### src/rtl/fbd_pkg.sv
// Shared types and constants for the four-button press debouncer.
// Used by fbd_button and four_button_press_debouncer_top; depends on nothing.
package fbd_pkg;

	// Width of the millisecond timestamp and of the stored phase stamps.
	localparam int unsigned STAMP_WIDTH = 32;
	// Width of each settle-time register.
	localparam int unsigned SETTLE_WIDTH = 16;
	// Width of the configuration register index.
	localparam int unsigned CFG_INDEX_WIDTH = 2;

	// Reset values of the settle-time registers.
	localparam logic [SETTLE_WIDTH-1:0] PRESS_SETTLE_RESET = 16'd20;
	localparam logic [SETTLE_WIDTH-1:0] RELEASE_SETTLE_RESET = 16'd10;

	// Configuration register indexes.
	localparam logic [CFG_INDEX_WIDTH-1:0] CFG_PRESS_SETTLE = 2'd0;
	localparam logic [CFG_INDEX_WIDTH-1:0] CFG_RELEASE_SETTLE = 2'd1;

	// Phase of one button's debounce machine.
	typedef enum logic [1:0] {
		PHASE_IDLE,
		PHASE_PRESS_DEB,
		PHASE_HELD,
		PHASE_RELEASE_DEB
	} phase_t;

	// Settle times shared by all button machines.
	typedef struct packed {
		logic [SETTLE_WIDTH-1:0] press_ms;
		logic [SETTLE_WIDTH-1:0] release_ms;
	} settle_cfg_t;

endpackage

### src/rtl/fbd_button.sv
// Debounce state machine for a single button: phase and phase stamp registers.
// Depends on fbd_pkg for the phase type, the settle configuration and widths.
module fbd_button (
	input  logic                                clk,
	input  logic                                arst_n,
	input  logic                                step_en,
	input  logic                                level,
	input  logic [fbd_pkg::STAMP_WIDTH-1:0]     now,
	input  fbd_pkg::settle_cfg_t                settle,
	output logic                                fire
);

	fbd_pkg::phase_t                    phase_q;
	fbd_pkg::phase_t                    phase_next;
	logic [fbd_pkg::STAMP_WIDTH-1:0]    stamp_q;
	logic [fbd_pkg::STAMP_WIDTH-1:0]    elapsed;
	logic                               press_done;
	logic                               release_done;
	logic                               stamp_load;

	// Elapsed time wraps modulo 2^32, so a plain subtraction is enough.
	assign elapsed = now - stamp_q;
	assign press_done = elapsed >=
		{{(fbd_pkg::STAMP_WIDTH - fbd_pkg::SETTLE_WIDTH){1'b0}}, settle.press_ms};
	assign release_done = elapsed >=
		{{(fbd_pkg::STAMP_WIDTH - fbd_pkg::SETTLE_WIDTH){1'b0}}, settle.release_ms};

	// Next phase. The release debounce ignores the pin level.
	always_comb begin
		phase_next = phase_q;
		case (phase_q)
			fbd_pkg::PHASE_IDLE: begin
				if (!level) phase_next = fbd_pkg::PHASE_PRESS_DEB;
			end
			fbd_pkg::PHASE_PRESS_DEB: begin
				if (level) phase_next = fbd_pkg::PHASE_IDLE;
				else if (press_done) phase_next = fbd_pkg::PHASE_HELD;
			end
			fbd_pkg::PHASE_HELD: begin
				if (level) phase_next = fbd_pkg::PHASE_RELEASE_DEB;
			end
			fbd_pkg::PHASE_RELEASE_DEB: begin
				if (release_done) phase_next = fbd_pkg::PHASE_IDLE;
			end
			default: begin
				phase_next = fbd_pkg::PHASE_IDLE;
			end
		endcase
	end

	// Outputs: the press report and the stamp load on entry to a debounce phase.
	always_comb begin
		fire = 1'b0;
		stamp_load = 1'b0;
		case (phase_q)
			fbd_pkg::PHASE_IDLE: begin
				stamp_load = !level;
			end
			fbd_pkg::PHASE_PRESS_DEB: begin
				fire = !level && press_done;
			end
			fbd_pkg::PHASE_HELD: begin
				stamp_load = level;
			end
			default: begin
				fire = 1'b0;
			end
		endcase
	end

	// State registers advance once per processed item.
	always_ff @(posedge clk or negedge arst_n) begin
		if (!arst_n) begin
			phase_q <= fbd_pkg::PHASE_IDLE;
			stamp_q <= '0;
		end else if (step_en) begin
			phase_q <= phase_next;
			if (stamp_load) stamp_q <= now;
		end
	end

endmodule

### src/rtl/four_button_press_debouncer_top.sv
// Top level of the button press debouncer: input stage, button machines,
// press latch and output register. Depends on fbd_pkg and fbd_button.
//
// Usage:
//   Input channel (in_valid/in_ready) carries one tick: now_ms, pin_levels
//   (active low, one bit per button) and take_press. Output channel
//   (out_valid/out_ready) returns one pressed_code per tick: the latched
//   button number after that tick, or BUTTON_COUNT when nothing is latched.
//   A set take_press clears the latch after the code of its own tick.
//   The configuration port writes press_settle_ms (index 0) and
//   release_settle_ms (index 1) on any cycle with cfg_wr_en high; other
//   indexes are ignored. Write only while the block is idle.
// Timing:
//   A transferred tick is registered in the input stage; once the output
//   register is free or being emptied, the button machines process it and its
//   code is registered in the output register. One tick per cycle is sustained
//   while the receiver is ready; the rate is set by the phase update of the
//   button machines.
// Reset and stalls:
//   Reset puts every button in idle, clears the latch to none and restores
//   the settle times to 20 ms and 10 ms. While the receiver stalls, the
//   output register holds its code; the input stage can still take one tick,
//   and in_ready drops only once both stages are full.
module four_button_press_debouncer_top #(
	parameter int unsigned BUTTON_COUNT = 4
) (
	input  logic                                       clk,
	input  logic                                       arst_n,
	input  logic                                       in_valid,
	output logic                                       in_ready,
	input  logic [fbd_pkg::STAMP_WIDTH-1:0]            now_ms,
	input  logic [BUTTON_COUNT-1:0]                    pin_levels,
	input  logic                                       take_press,
	output logic                                       out_valid,
	input  logic                                       out_ready,
	output logic [$clog2(BUTTON_COUNT+1)-1:0]          pressed_code,
	input  logic                                       cfg_wr_en,
	input  logic [fbd_pkg::CFG_INDEX_WIDTH-1:0]        cfg_index,
	input  logic [fbd_pkg::SETTLE_WIDTH-1:0]           cfg_data
);

	localparam int unsigned CODE_WIDTH = $clog2(BUTTON_COUNT + 1);
	localparam logic [CODE_WIDTH-1:0] NO_PRESS = CODE_WIDTH'(BUTTON_COUNT);

	fbd_pkg::settle_cfg_t               settle_q;
	logic                               valid_s1;
	logic [fbd_pkg::STAMP_WIDTH-1:0]    now_s1;
	logic [BUTTON_COUNT-1:0]            pins_s1;
	logic                               take_s1;
	logic                               out_free;
	logic                               step_s1;
	logic [BUTTON_COUNT-1:0]            fire;
	logic [CODE_WIDTH-1:0]              latch_q;
	logic [CODE_WIDTH-1:0]              latch_next;
	logic                               out_valid_q;
	logic [CODE_WIDTH-1:0]              code_q;

	// Configuration registers.
	always_ff @(posedge clk or negedge arst_n) begin
		if (!arst_n) begin
			settle_q.press_ms <= fbd_pkg::PRESS_SETTLE_RESET;
			settle_q.release_ms <= fbd_pkg::RELEASE_SETTLE_RESET;
		end else if (cfg_wr_en) begin
			if (cfg_index == fbd_pkg::CFG_PRESS_SETTLE) settle_q.press_ms <= cfg_data;
			if (cfg_index == fbd_pkg::CFG_RELEASE_SETTLE) settle_q.release_ms <= cfg_data;
		end
	end

	// Handshake: the tick in the input stage is processed when the output
	// register is free or being emptied.
	assign out_free = !out_valid_q || out_ready;
	assign step_s1 = valid_s1 && out_free;
	assign in_ready = !valid_s1 || out_free;

	// Input stage.
	always_ff @(posedge clk or negedge arst_n) begin
		if (!arst_n) begin
			valid_s1 <= 1'b0;
		end else if (in_ready) begin
			valid_s1 <= in_valid;
		end
	end

	always_ff @(posedge clk) begin
		if (in_valid && in_ready) begin
			now_s1 <= now_ms;
			pins_s1 <= pin_levels;
			take_s1 <= take_press;
		end
	end

	// One debounce machine per button.
	for (genvar g = 0; g < BUTTON_COUNT; g++) begin : g_button
		fbd_button u_button (
			.clk     (clk),
			.arst_n  (arst_n),
			.step_en (step_s1),
			.level   (pins_s1[g]),
			.now     (now_s1),
			.settle  (settle_q),
			.fire    (fire[g])
		);
	end

	// The highest button that reports a press in this tick wins the latch.
	always_comb begin
		latch_next = latch_q;
		for (int i = 0; i < BUTTON_COUNT; i++) begin
			if (fire[i]) latch_next = CODE_WIDTH'(i);
		end
	end

	// Press latch; a take clears it after this tick's code is captured.
	always_ff @(posedge clk or negedge arst_n) begin
		if (!arst_n) begin
			latch_q <= NO_PRESS;
		end else if (step_s1) begin
			latch_q <= take_s1 ? NO_PRESS : latch_next;
		end
	end

	// Output register.
	always_ff @(posedge clk or negedge arst_n) begin
		if (!arst_n) begin
			out_valid_q <= 1'b0;
		end else if (out_free) begin
			out_valid_q <= valid_s1;
		end
	end

	always_ff @(posedge clk) begin
		if (step_s1) code_q <= latch_next;
	end

	assign out_valid = out_valid_q;
	assign pressed_code = code_q;

`ifndef SYNTH
	// A shown code is a button number or the none code.
	a_code_range: assert property (@(posedge clk) disable iff (!arst_n)
		out_valid_q |-> (code_q <= NO_PRESS))
		else $error("pressed_code out of range");

	// A processed tick always produces a result on the next cycle.
	a_step_result: assert property (@(posedge clk) disable iff (!arst_n)
		step_s1 |=> out_valid_q)
		else $error("processed tick did not produce a result");

	// A take leaves the latch empty.
	a_take_clears: assert property (@(posedge clk) disable iff (!arst_n)
		(step_s1 && take_s1) |=> (latch_q == NO_PRESS))
		else $error("latch not cleared after take");

	// With both stages full and the receiver stalled, no tick is taken.
	a_full_stall: assert property (@(posedge clk) disable iff (!arst_n)
		(valid_s1 && out_valid_q && !out_ready) |-> !in_ready)
		else $error("input taken while both stages are full");
`endif

endmodule

### config.mk
export PLATFORM = sky130hd
export DESIGN_NAME = four_button_press_debouncer_top
export DESIGN_NICKNAME = d
export VERILOG_FILES = /design/src/rtl/fbd_pkg.sv /design/src/rtl/fbd_button.sv /design/src/rtl/four_button_press_debouncer_top.sv
export SDC_FILE = /design/constraint.sdc
export NUM_CORES = 1
export LEC_CHECK = 0
export BUFFER_PORTS_ARGS = -buffer_cell sky130_fd_sc_hd__buf_2
export CAP_MARGIN = 20
export CORE_ASPECT_RATIO = 2
export CORE_MARGIN = 2
export CORE_UTILIZATION = 60
export DETAILED_ROUTE_END_ITERATION = 10
export PLACE_DENSITY = 0.78
export SYNTH_ARGS = -nofsm -noshare
export SYNTH_HDL_FRONTEND = slang
export SYNTH_SLANG_ARGS = --single-unit
### constraint.sdc
create_clock -name clk -period 8.2 [get_ports clk]
set_input_delay 0.82 -clock clk [delete_from_list [all_inputs] [get_ports clk]]
set_output_delay 0.82 -clock clk [all_outputs]
set_load 0.005 [all_outputs]
==> flow_metrics.env, run 1 <==
export IMPL_vias=16200
export IMPL_stdcell_area_um2=19900
export IMPL_rsz0062_at_grt="false"
export IMPL_wl_mm=50.2
export IMPL_drt_initial_drc_count=970
export IMPL_start_util_pct=60.5
export IMPL_route_detailed_drc=0
export IMPL_viasPerCell=6.24
export IMPL_overflow=0
export IMPL_grt_pass1_wl_mm=80.3
export IMPL_tns_ns=0
export IMPL_mostFrequentLayoutCell="nand2_1"
export IMPL_cts_hold_buf=0
export IMPL_synth_seq_cells=213
export IMPL_finalPower_mw=8.91
export IMPL_fmax_mhz=206
export IMPL_core_area_um2=30600
export IMPL_period_share_pct=59.1
export IMPL_io_buffers=64
export IMPL_fp_dieArea_um2=32400
export IMPL_worst_setup_path_end_kind="register"
export IMPL_clock_latency_ns=0.55
export IMPL_pin_count=65
export IMPL_drive_gt1_share_pct=8.15
export IMPL_dieWidth_um=128
export IMPL_utilization_pct=65.1
export IMPL_post_cts_buffers=0
export IMPL_setup_ws_ns=3.35
export IMPL_cp_arrival_ns=5.23
export IMPL_cp_required_ns=8.58
export IMPL_ant_nets=0
export IMPL_fin_nets=2533
export IMPL_stdcell_count=2605
export IMPL_cts_buffers=22
export IMPL_clock_sinks=213
export IMPL_synth_nets=2511
export IMPL_hold_path_class="primary input to asynchronous set/reset pin"
export IMPL_synthCells=2195
export IMPL_cap_violations=0
export IMPL_die_h_um=253
export IMPL_hpwlAfterDp_mm=39.4
export IMPL_grt_pass1_vias=16100
export IMPL_ys_seq_area_share_pct=29.9
export IMPL_synth_edf_count=40
export IMPL_tightest_slew_ns=1.02
export IMPL_ys_warnings_count=0
export IMPL_crit_type="register to register"
export IMPL_grt_usage_pct=31.1
export IMPL_firstDrtPassIters=5
export IMPL_clockRootBuffer="clkbuf_16"
export IMPL_max_slew_margin_pct=32.0
export IMPL_syn2layout_area_growth_pct=7.62
export IMPL_setup_viol=0
export IMPL_synth_top_area_share_pct=22.7
export IMPL_synth_area_um2=18500
export IMPL_antenna_cells=0
export IMPL_fin_skew_ns=0.0136
export IMPL_cts_resized=0
export IMPL_dpl_cell_area_um2=19100
export IMPL_mostFrequentLayoutCells="nand2_1, ha_1, o21ai_0, inv_1, dfrtp_1"
export IMPL_ir_worst_vdd_uv=280
export IMPL_clockBufferDepth=3
export IMPL_grt_max_degree=64
export IMPL_placedCellCount=2565
export IMPL_ys_top_cells_by_area="dfrtp_1, ha_1, edfxtp_1, o21ai_0, nand2_1"
export IMPL_period_minus_slack_ns=4.85
export IMPL_htreeDepth=1
export IMPL_syn_area_per_cell_um2=8.44
export IMPL_hold_slack_ns=0.223
export IMPL_wl_per_cell_um=19.3
export IMPL_status="completed"
export IMPL_placementRows=91
export IMPL_powerDensity_nw_per_um2=447
export IMPL_clk_pin_slew_ns=0.06
export IMPL_cts_tree="built"
export IMPL_synth_top_cell_by_area="dfrtp_1"
export IMPL_start_kind="register"
export IMPL_synthArstFlopShare_pct=81.2
export IMPL_gp_congestion=1.00
export IMPL_leakage_nw=8.92
export IMPL_crit_fanout=5
export IMPL_place_ws_ns=3.42
export IMPL_finalMaxSlewViolations=0
export IMPL_synthFlopType="dfrtp_1"
export IMPL_antenna_found_initial=0
export IMPL_hold_viol=0
export IMPL_netlist_cell_type_count=96
-- power by group --
part / internal, mW / switching, mW / total [mW] / leakage (nW)
sequential: 1.47 / 0.163 / 1.63 / 2.49
combinational: 2.40 / 3.69 / 6.09 / 6.01
clock: 0.733 / 0.454 / 1.19 / 0.418
-- cell usage after synthesis, types with 8 or more instances --
library cell / instances
nand2_1: 268
ha_1: 252
o21ai_0: 227
inv_1: 193
dfrtp_1: 168
a21oi_1: 165
nor2_1: 90
a21o_1: 58
clkbuf_1: 56
xnor2_1: 51
nand3_1: 43
nor3_1: 42
nand4_1: 41
edfxtp_1: 40
xor2_1: 39
nand2b_1: 30
mux2_2: 29
o21a_1: 29
a211oi_1: 25
o211ai_1: 25
nor2b_1: 22
a31oi_1: 19
and3_1: 16
o21bai_1: 15
buf_2: 14
and2_1: 13
or3_1: 13
o21ai_1: 11
o31ai_1: 11
nor4_1: 10
o2111ai_1: 10
a221oi_1: 9
nand3b_1: 8
-- area by class of cell --
type / instances / area, um2
Timing Repair Buffer: 71 / 379
Clock inverter: 10 / 178
Inverter: 195 / 732
Tap cell: 372 / 465
Fill cell: 2618 / 10700
Sequential cell: 213 / 5540
Multi-Input combinational cell: 1714 / 12000
Clock buffer: 30 / 674
-- worst max-delay path: stages, from the launching register on --
cell,delay [ns]
edfxtp_1,0.44
inv_1,0.15
ha_1,0.18
inv_1,0.06
fa_1,0.39
a21oi_1,0.33
o2111ai_1,0.33
a211oi_1,0.40
o21ai_0,0.20
a21o_1,0.22
a21oi_1,0.18
xnor2_1,0.17
ha_1,0.29
and3_1,0.17
a221o_1,0.30
a21oi_1,0.15
o31a_1,0.18
a21oi_1,0.15
nand2b_1,0.21
nor3_1,0.17
-- logic make-up (layout without fill, tap and decap cells) --
kind of cell | count (synthesis) | in the layout | synth area share [%]
XOR/XNOR | 90 | 90 | 4.25
buffers and inverters | 268 | 306 | 5.62
AO/OA/AOI/OAI | 705 | 705 | 24.4
AND/OR/NAND/NOR | 628 | 628 | 16.3
multiplexers | 35 | 35 | 2.09
flip-flops | 213 | 213 | 29.9
adder cells (fa/ha/maj) | 256 | 256 | 17.4
-- flip-flops by register name (all words and copies together) (netlist names), named ones only --
name,count
g_button.u_button.phase_q,4
g_button.u_button.stamp_q,128
latch_q,3
now_s1,32
out_valid,1
pins_s1,4
pressed_code,3
settle_q,32
take_s1,1
valid_s1,1
-- routing by layer --
layer	vias up	wire [um]	GRT usage (%)
met5	-	0	0
met4	0	2650	15.9
met3	143	1940	2.29
met2	454	24900	54.8
met1	7643	20700	37.7
li1	8009	-	-
-- final timing paths --
kind	start	to	slack, ns	depth (start not counted)
max	now_s1[0]$_DFFE_PP_	pressed_code[2]$_DFFE_PP_	3.35	19
min	arst_n	settle_q[2]$_DFFE_PN0P_	0.22	1
max reg2reg	now_s1[0]$_DFFE_PP_	pressed_code[2]$_DFFE_PP_	3.35	19
min reg2reg	valid_s1$_DFFE_PN0N_	out_valid$_DFFE_PN0P_	0.51	1
max in group asynchronous	arst_n	g_button[2].u_button.stamp_q[29]$_DFFE_PN0P_	6.72	2
min in group clk	now_ms[28]	now_s1[28]$_DFFE_PP_	0.44	1
Power figures use the tool's default switching activity.
==> run 2, diff against run 1 <==
--- a/config.mk
+++ b/config.mk
@@ -5,13 +5,14 @@
 export SDC_FILE = /design/constraint.sdc
 export NUM_CORES = 1
 export LEC_CHECK = 0
+export ABC_AREA = 1
 export BUFFER_PORTS_ARGS = -buffer_cell sky130_fd_sc_hd__buf_2
 export CAP_MARGIN = 20
 export CORE_ASPECT_RATIO = 2
 export CORE_MARGIN = 2
 export CORE_UTILIZATION = 60
 export DETAILED_ROUTE_END_ITERATION = 10
-export PLACE_DENSITY = 0.78
+export PLACE_DENSITY = 0.77
 export SYNTH_ARGS = -nofsm -noshare
 export SYNTH_HDL_FRONTEND = slang
 export SYNTH_SLANG_ARGS = --single-unit
==> constraint.sdc (replaced) <==
create_clock -name clk -period 4.8 [get_ports clk]
set_input_delay 0.48 -clock clk [delete_from_list [all_inputs] [get_ports clk]]
set_output_delay 0.48 -clock clk [all_outputs]
set_load 0.005 [all_outputs]
==> flow_metrics.env, run 2 <==
export IMPL_status="finished, violations left"
export IMPL_violations="DRC"
export IMPL_cts_buffers=21
export IMPL_start_kind="register"
export IMPL_overflow=0
export IMPL_clock_latency_ns=0.55
export IMPL_wl_mm=82.7
export IMPL_antenna_cells=0
export IMPL_synth_top_family_by_area="simple AND/OR/NAND/NOR gates"
export IMPL_io_buffers=64
export IMPL_grt_pass1_vias=21500
export IMPL_leakage_nw=12.6
export IMPL_power_frac_clock_pct=9.7
export IMPL_fp_dieArea_um2=36000
export IMPL_tightest_slew_ns=1.09
export IMPL_r2r_start="now_s1[10]$_DFFE_PP_"
export IMPL_yosys_top_cells_count="nand2_1, inv_1, ha_1"
export IMPL_cp_startpoint="now_s1[10]$_DFFE_PP_"
export IMPL_synthFlopType="dfrtp_1"
export IMPL_cp_required_ns=5.10
export IMPL_synth_top_cell_by_area="dfrtp_1"
export IMPL_synth_simple_area_share_pct=31.9
export IMPL_pwr_share_seq_pct=17.1
export IMPL_hold_slack_ns=0.0969
export IMPL_mostFrequentLayoutCell="nand2_1"
export IMPL_finalPower_mw=18.2
export IMPL_synthMuxAreaShare_pct=0
export IMPL_crit_slowest_cell="a21oi_1"
export IMPL_grt_max_degree=71
export IMPL_max_slew_margin_pct=26.8
export IMPL_p_sw_mw=10.5
export IMPL_placementRows=96
export IMPL_fill_cells=3109
export IMPL_start_util_pct=60.5
export IMPL_setup_viol=0
export IMPL_synth_xor_area_share_pct=2.67
export IMPL_fin_skew_ns=0.0245
export IMPL_viasPerCell=5.80
export IMPL_finalMaxSlewViolations=0
export IMPL_die_h_um=266
export IMPL_ant_nets=0
export IMPL_clockRootBuffer="clkbuf_16"
export IMPL_hold_path_class="primary input to register"
export IMPL_synth_seq_cells=213
export IMPL_synth_fa_ha_area_share_pct=15.7
export IMPL_htreeDepth=1
export IMPL_fmax_mhz=233
export IMPL_hold_viol=0
export IMPL_synth_edf_count=40
export IMPL_post_cts_buffers=0
export IMPL_synthArstFlopShare_pct=81.2
export IMPL_worst_setup_path_end_kind="register"
export IMPL_yosysMostFrequentCell="nand2_1"
export IMPL_drt_initial_drc_count=1981
export IMPL_period_share_pct=89.4
export IMPL_syn_area_per_cell_um2=6.43
export IMPL_crit_type="register to register"
export IMPL_route_detailed_drc=7
export IMPL_drive_gt1_share_pct=5.57
export IMPL_stdcell_area_um2=22200
export IMPL_wl_per_cell_um=22.2
export IMPL_cp_arrival_ns=4.59
export IMPL_synth_area_um2=20600
export IMPL_tns_ns=0
export IMPL_p_int_mw=7.74
export IMPL_cap_violations=0
export IMPL_synth_top_area_share_pct=20.4
export IMPL_clockBufferDepth=3
export IMPL_fin_nets=3584
export IMPL_vias=21600
export IMPL_path_cells="ha_1 > a21oi_1 > inv_1 > a21oi_1 > nand3_2 > xor2_1 > ha_1 > inv_1 > nor3_1 > a211oi_1 > a21oi_1 > nor2_1 > nand3_1 > nand2_1 > nand2_1 > inv_1 > nand2_1"
export IMPL_crit_fanout=5
export IMPL_pwr_share_comb_pct=73.2
export IMPL_ys_warnings_count=0
export IMPL_firstDrtPassIters=11
export IMPL_ys_top_cells_by_area="dfrtp_1, nand2_1, ha_1, inv_1, edfxtp_1"
export IMPL_powerDensity_nw_per_um2=821
export IMPL_crit_path_max_incr_delay_ns=0.71
export IMPL_ir_worst_vdd_uv=576
export IMPL_grt_usage_pct=46.5
export IMPL_synth_compound_area_share_pct=10.8
export IMPL_syn2layout_area_growth_pct=7.50
export IMPL_mostFrequentLayoutCells="nand2_1, inv_1, ha_1, nor2_1, o21ai_0"
export IMPL_netlist_cell_type_count=46
export IMPL_dieWidth_um=135
export IMPL_grt_pass1_wl_mm=124
export IMPL_top_regs="g_button.u_button.stamp_q: 128 flops, now_s1: 32 flops, settle_q: 32 flops"
export IMPL_gp_congestion=1.09
export IMPL_rsz0062_at_grt="false"
export IMPL_clock_sinks=213
export IMPL_dpl_cell_area_um2=21400
export IMPL_hpwlAfterDp_mm=64.3
export IMPL_cts_tree="built"
export IMPL_regMostFlops="g_button.u_button.stamp_q"
export IMPL_switching_share_pct=57.5
export IMPL_ys_seq_area_share_pct=26.8
export IMPL_pin_count=65
export IMPL_antenna_found_initial=5
export IMPL_synthCells=3209
export IMPL_period_minus_slack_ns=4.29
export IMPL_synth_nets=3525
export IMPL_clk_pin_slew_ns=0.07
export IMPL_core_area_um2=34100
export IMPL_largest_reg_flops=128
export IMPL_hold_start="now_ms[23]"
## run 2: changes by cell type after synthesis, moves of 29 or more
cell	before	now
mux2_2	29	0
nand2b_1	30	1
a21o_1	58	3
nor2_1	90	233
o21a_1	29	0
nand2_1	268	1087
inv_1	193	619
xnor2_1	51	2
nand3_1	43	136
## run 2: critical path: cells and delay by family, from the launching register on
family | cells | cell delay [ns]
AND/OR/NAND/NOR | 7 | 0.90
flip-flops | 1 | 0.50
XOR/XNOR | 1 | 0.42
buffers and inverters | 3 | 0.21
AO/OA/AOI/OAI | 4 | 1.26
adder cells (fa/ha/maj) | 2 | 0.73
## run 2: final cells by class
cell class	count	area (um2)	area share [%]
clock inverter	9	103	0.463
timing repair buffer	74	424	1.91
sequential	213	5540	25.0
inverter	624	2340	10.6
clock buffer	29	597	2.69
multi-input combinational	2334	12600	56.9
tap	441	552	2.49
## run 2: path summary, 6_finish.rpt
check | slack, ns | to | cells past startpoint
max | 0.51 | pressed_code[1]$_DFFE_PP_ | 17
min | 0.1 | now_s1[23]$_DFFE_PP_ | 1
max reg2reg | 0.51 | pressed_code[1]$_DFFE_PP_ | 17
min reg2reg | 0.49 | g_button[0].u_button.stamp_q[21]$_DFFE_PN0P_ | 2
max in group asynchronous | 3.02 | settle_q[22]$_DFFE_PN0P_ | 3
min in group asynchronous | 0.51 | g_button[1].u_button.stamp_q[7]$_DFFE_PN0P_ | 2
## run 2: timing repair
action,in CTS,in global routing
endpoints found under the hold margin,44,0
hold buffers,1,0
resized for setup,0,0
## run 2: through the flow
step           worst slack, ns  util [%]  cells
6_report                 0.510      65.0   3724
5_1_grt                  0.458      65.0   3724
3_3_place_gp              1.06      62.8   3683
3_5_place_dp             0.971      62.8   3683
4_1_cts                  0.900      64.9   3722
2_1_floorplan             1.77         -   3209
## run 2: power by group through the flow
stage               clock [mW]  combinational [mW]  sequential [mW]
finish                    1.77                13.3             3.12
global placement             0                12.1             3.06
floorplan                    0                8.86             2.87
CTS                       1.77                12.6             3.08
detailed placement           0                12.5             3.10
global route              1.83                14.7             3.16
## run 2: cells by family after synthesis
family,count (synthesis)
and+or+nand+nor,1600
buffers and inverters,662
AOI/OAI and AO/OA,415
adders and majority gates,256
DFF,213
xor gates and xnor gates,63
## run 2: layer usage
| metal | GRT usage (%) | vias to the layer above | share of wire [%] |
|---|---|---|---|
| met5 | 1.28 | - | 0.13 |
| met4 | 49.6 | 8 | 14 |
| li1 | - | 10200 | - |
| met2 | 73.5 | 1158 | 44 |
| met3 | 14.3 | 517 | 9.4 |
| met1 | 45.7 | 9734 | 32 |
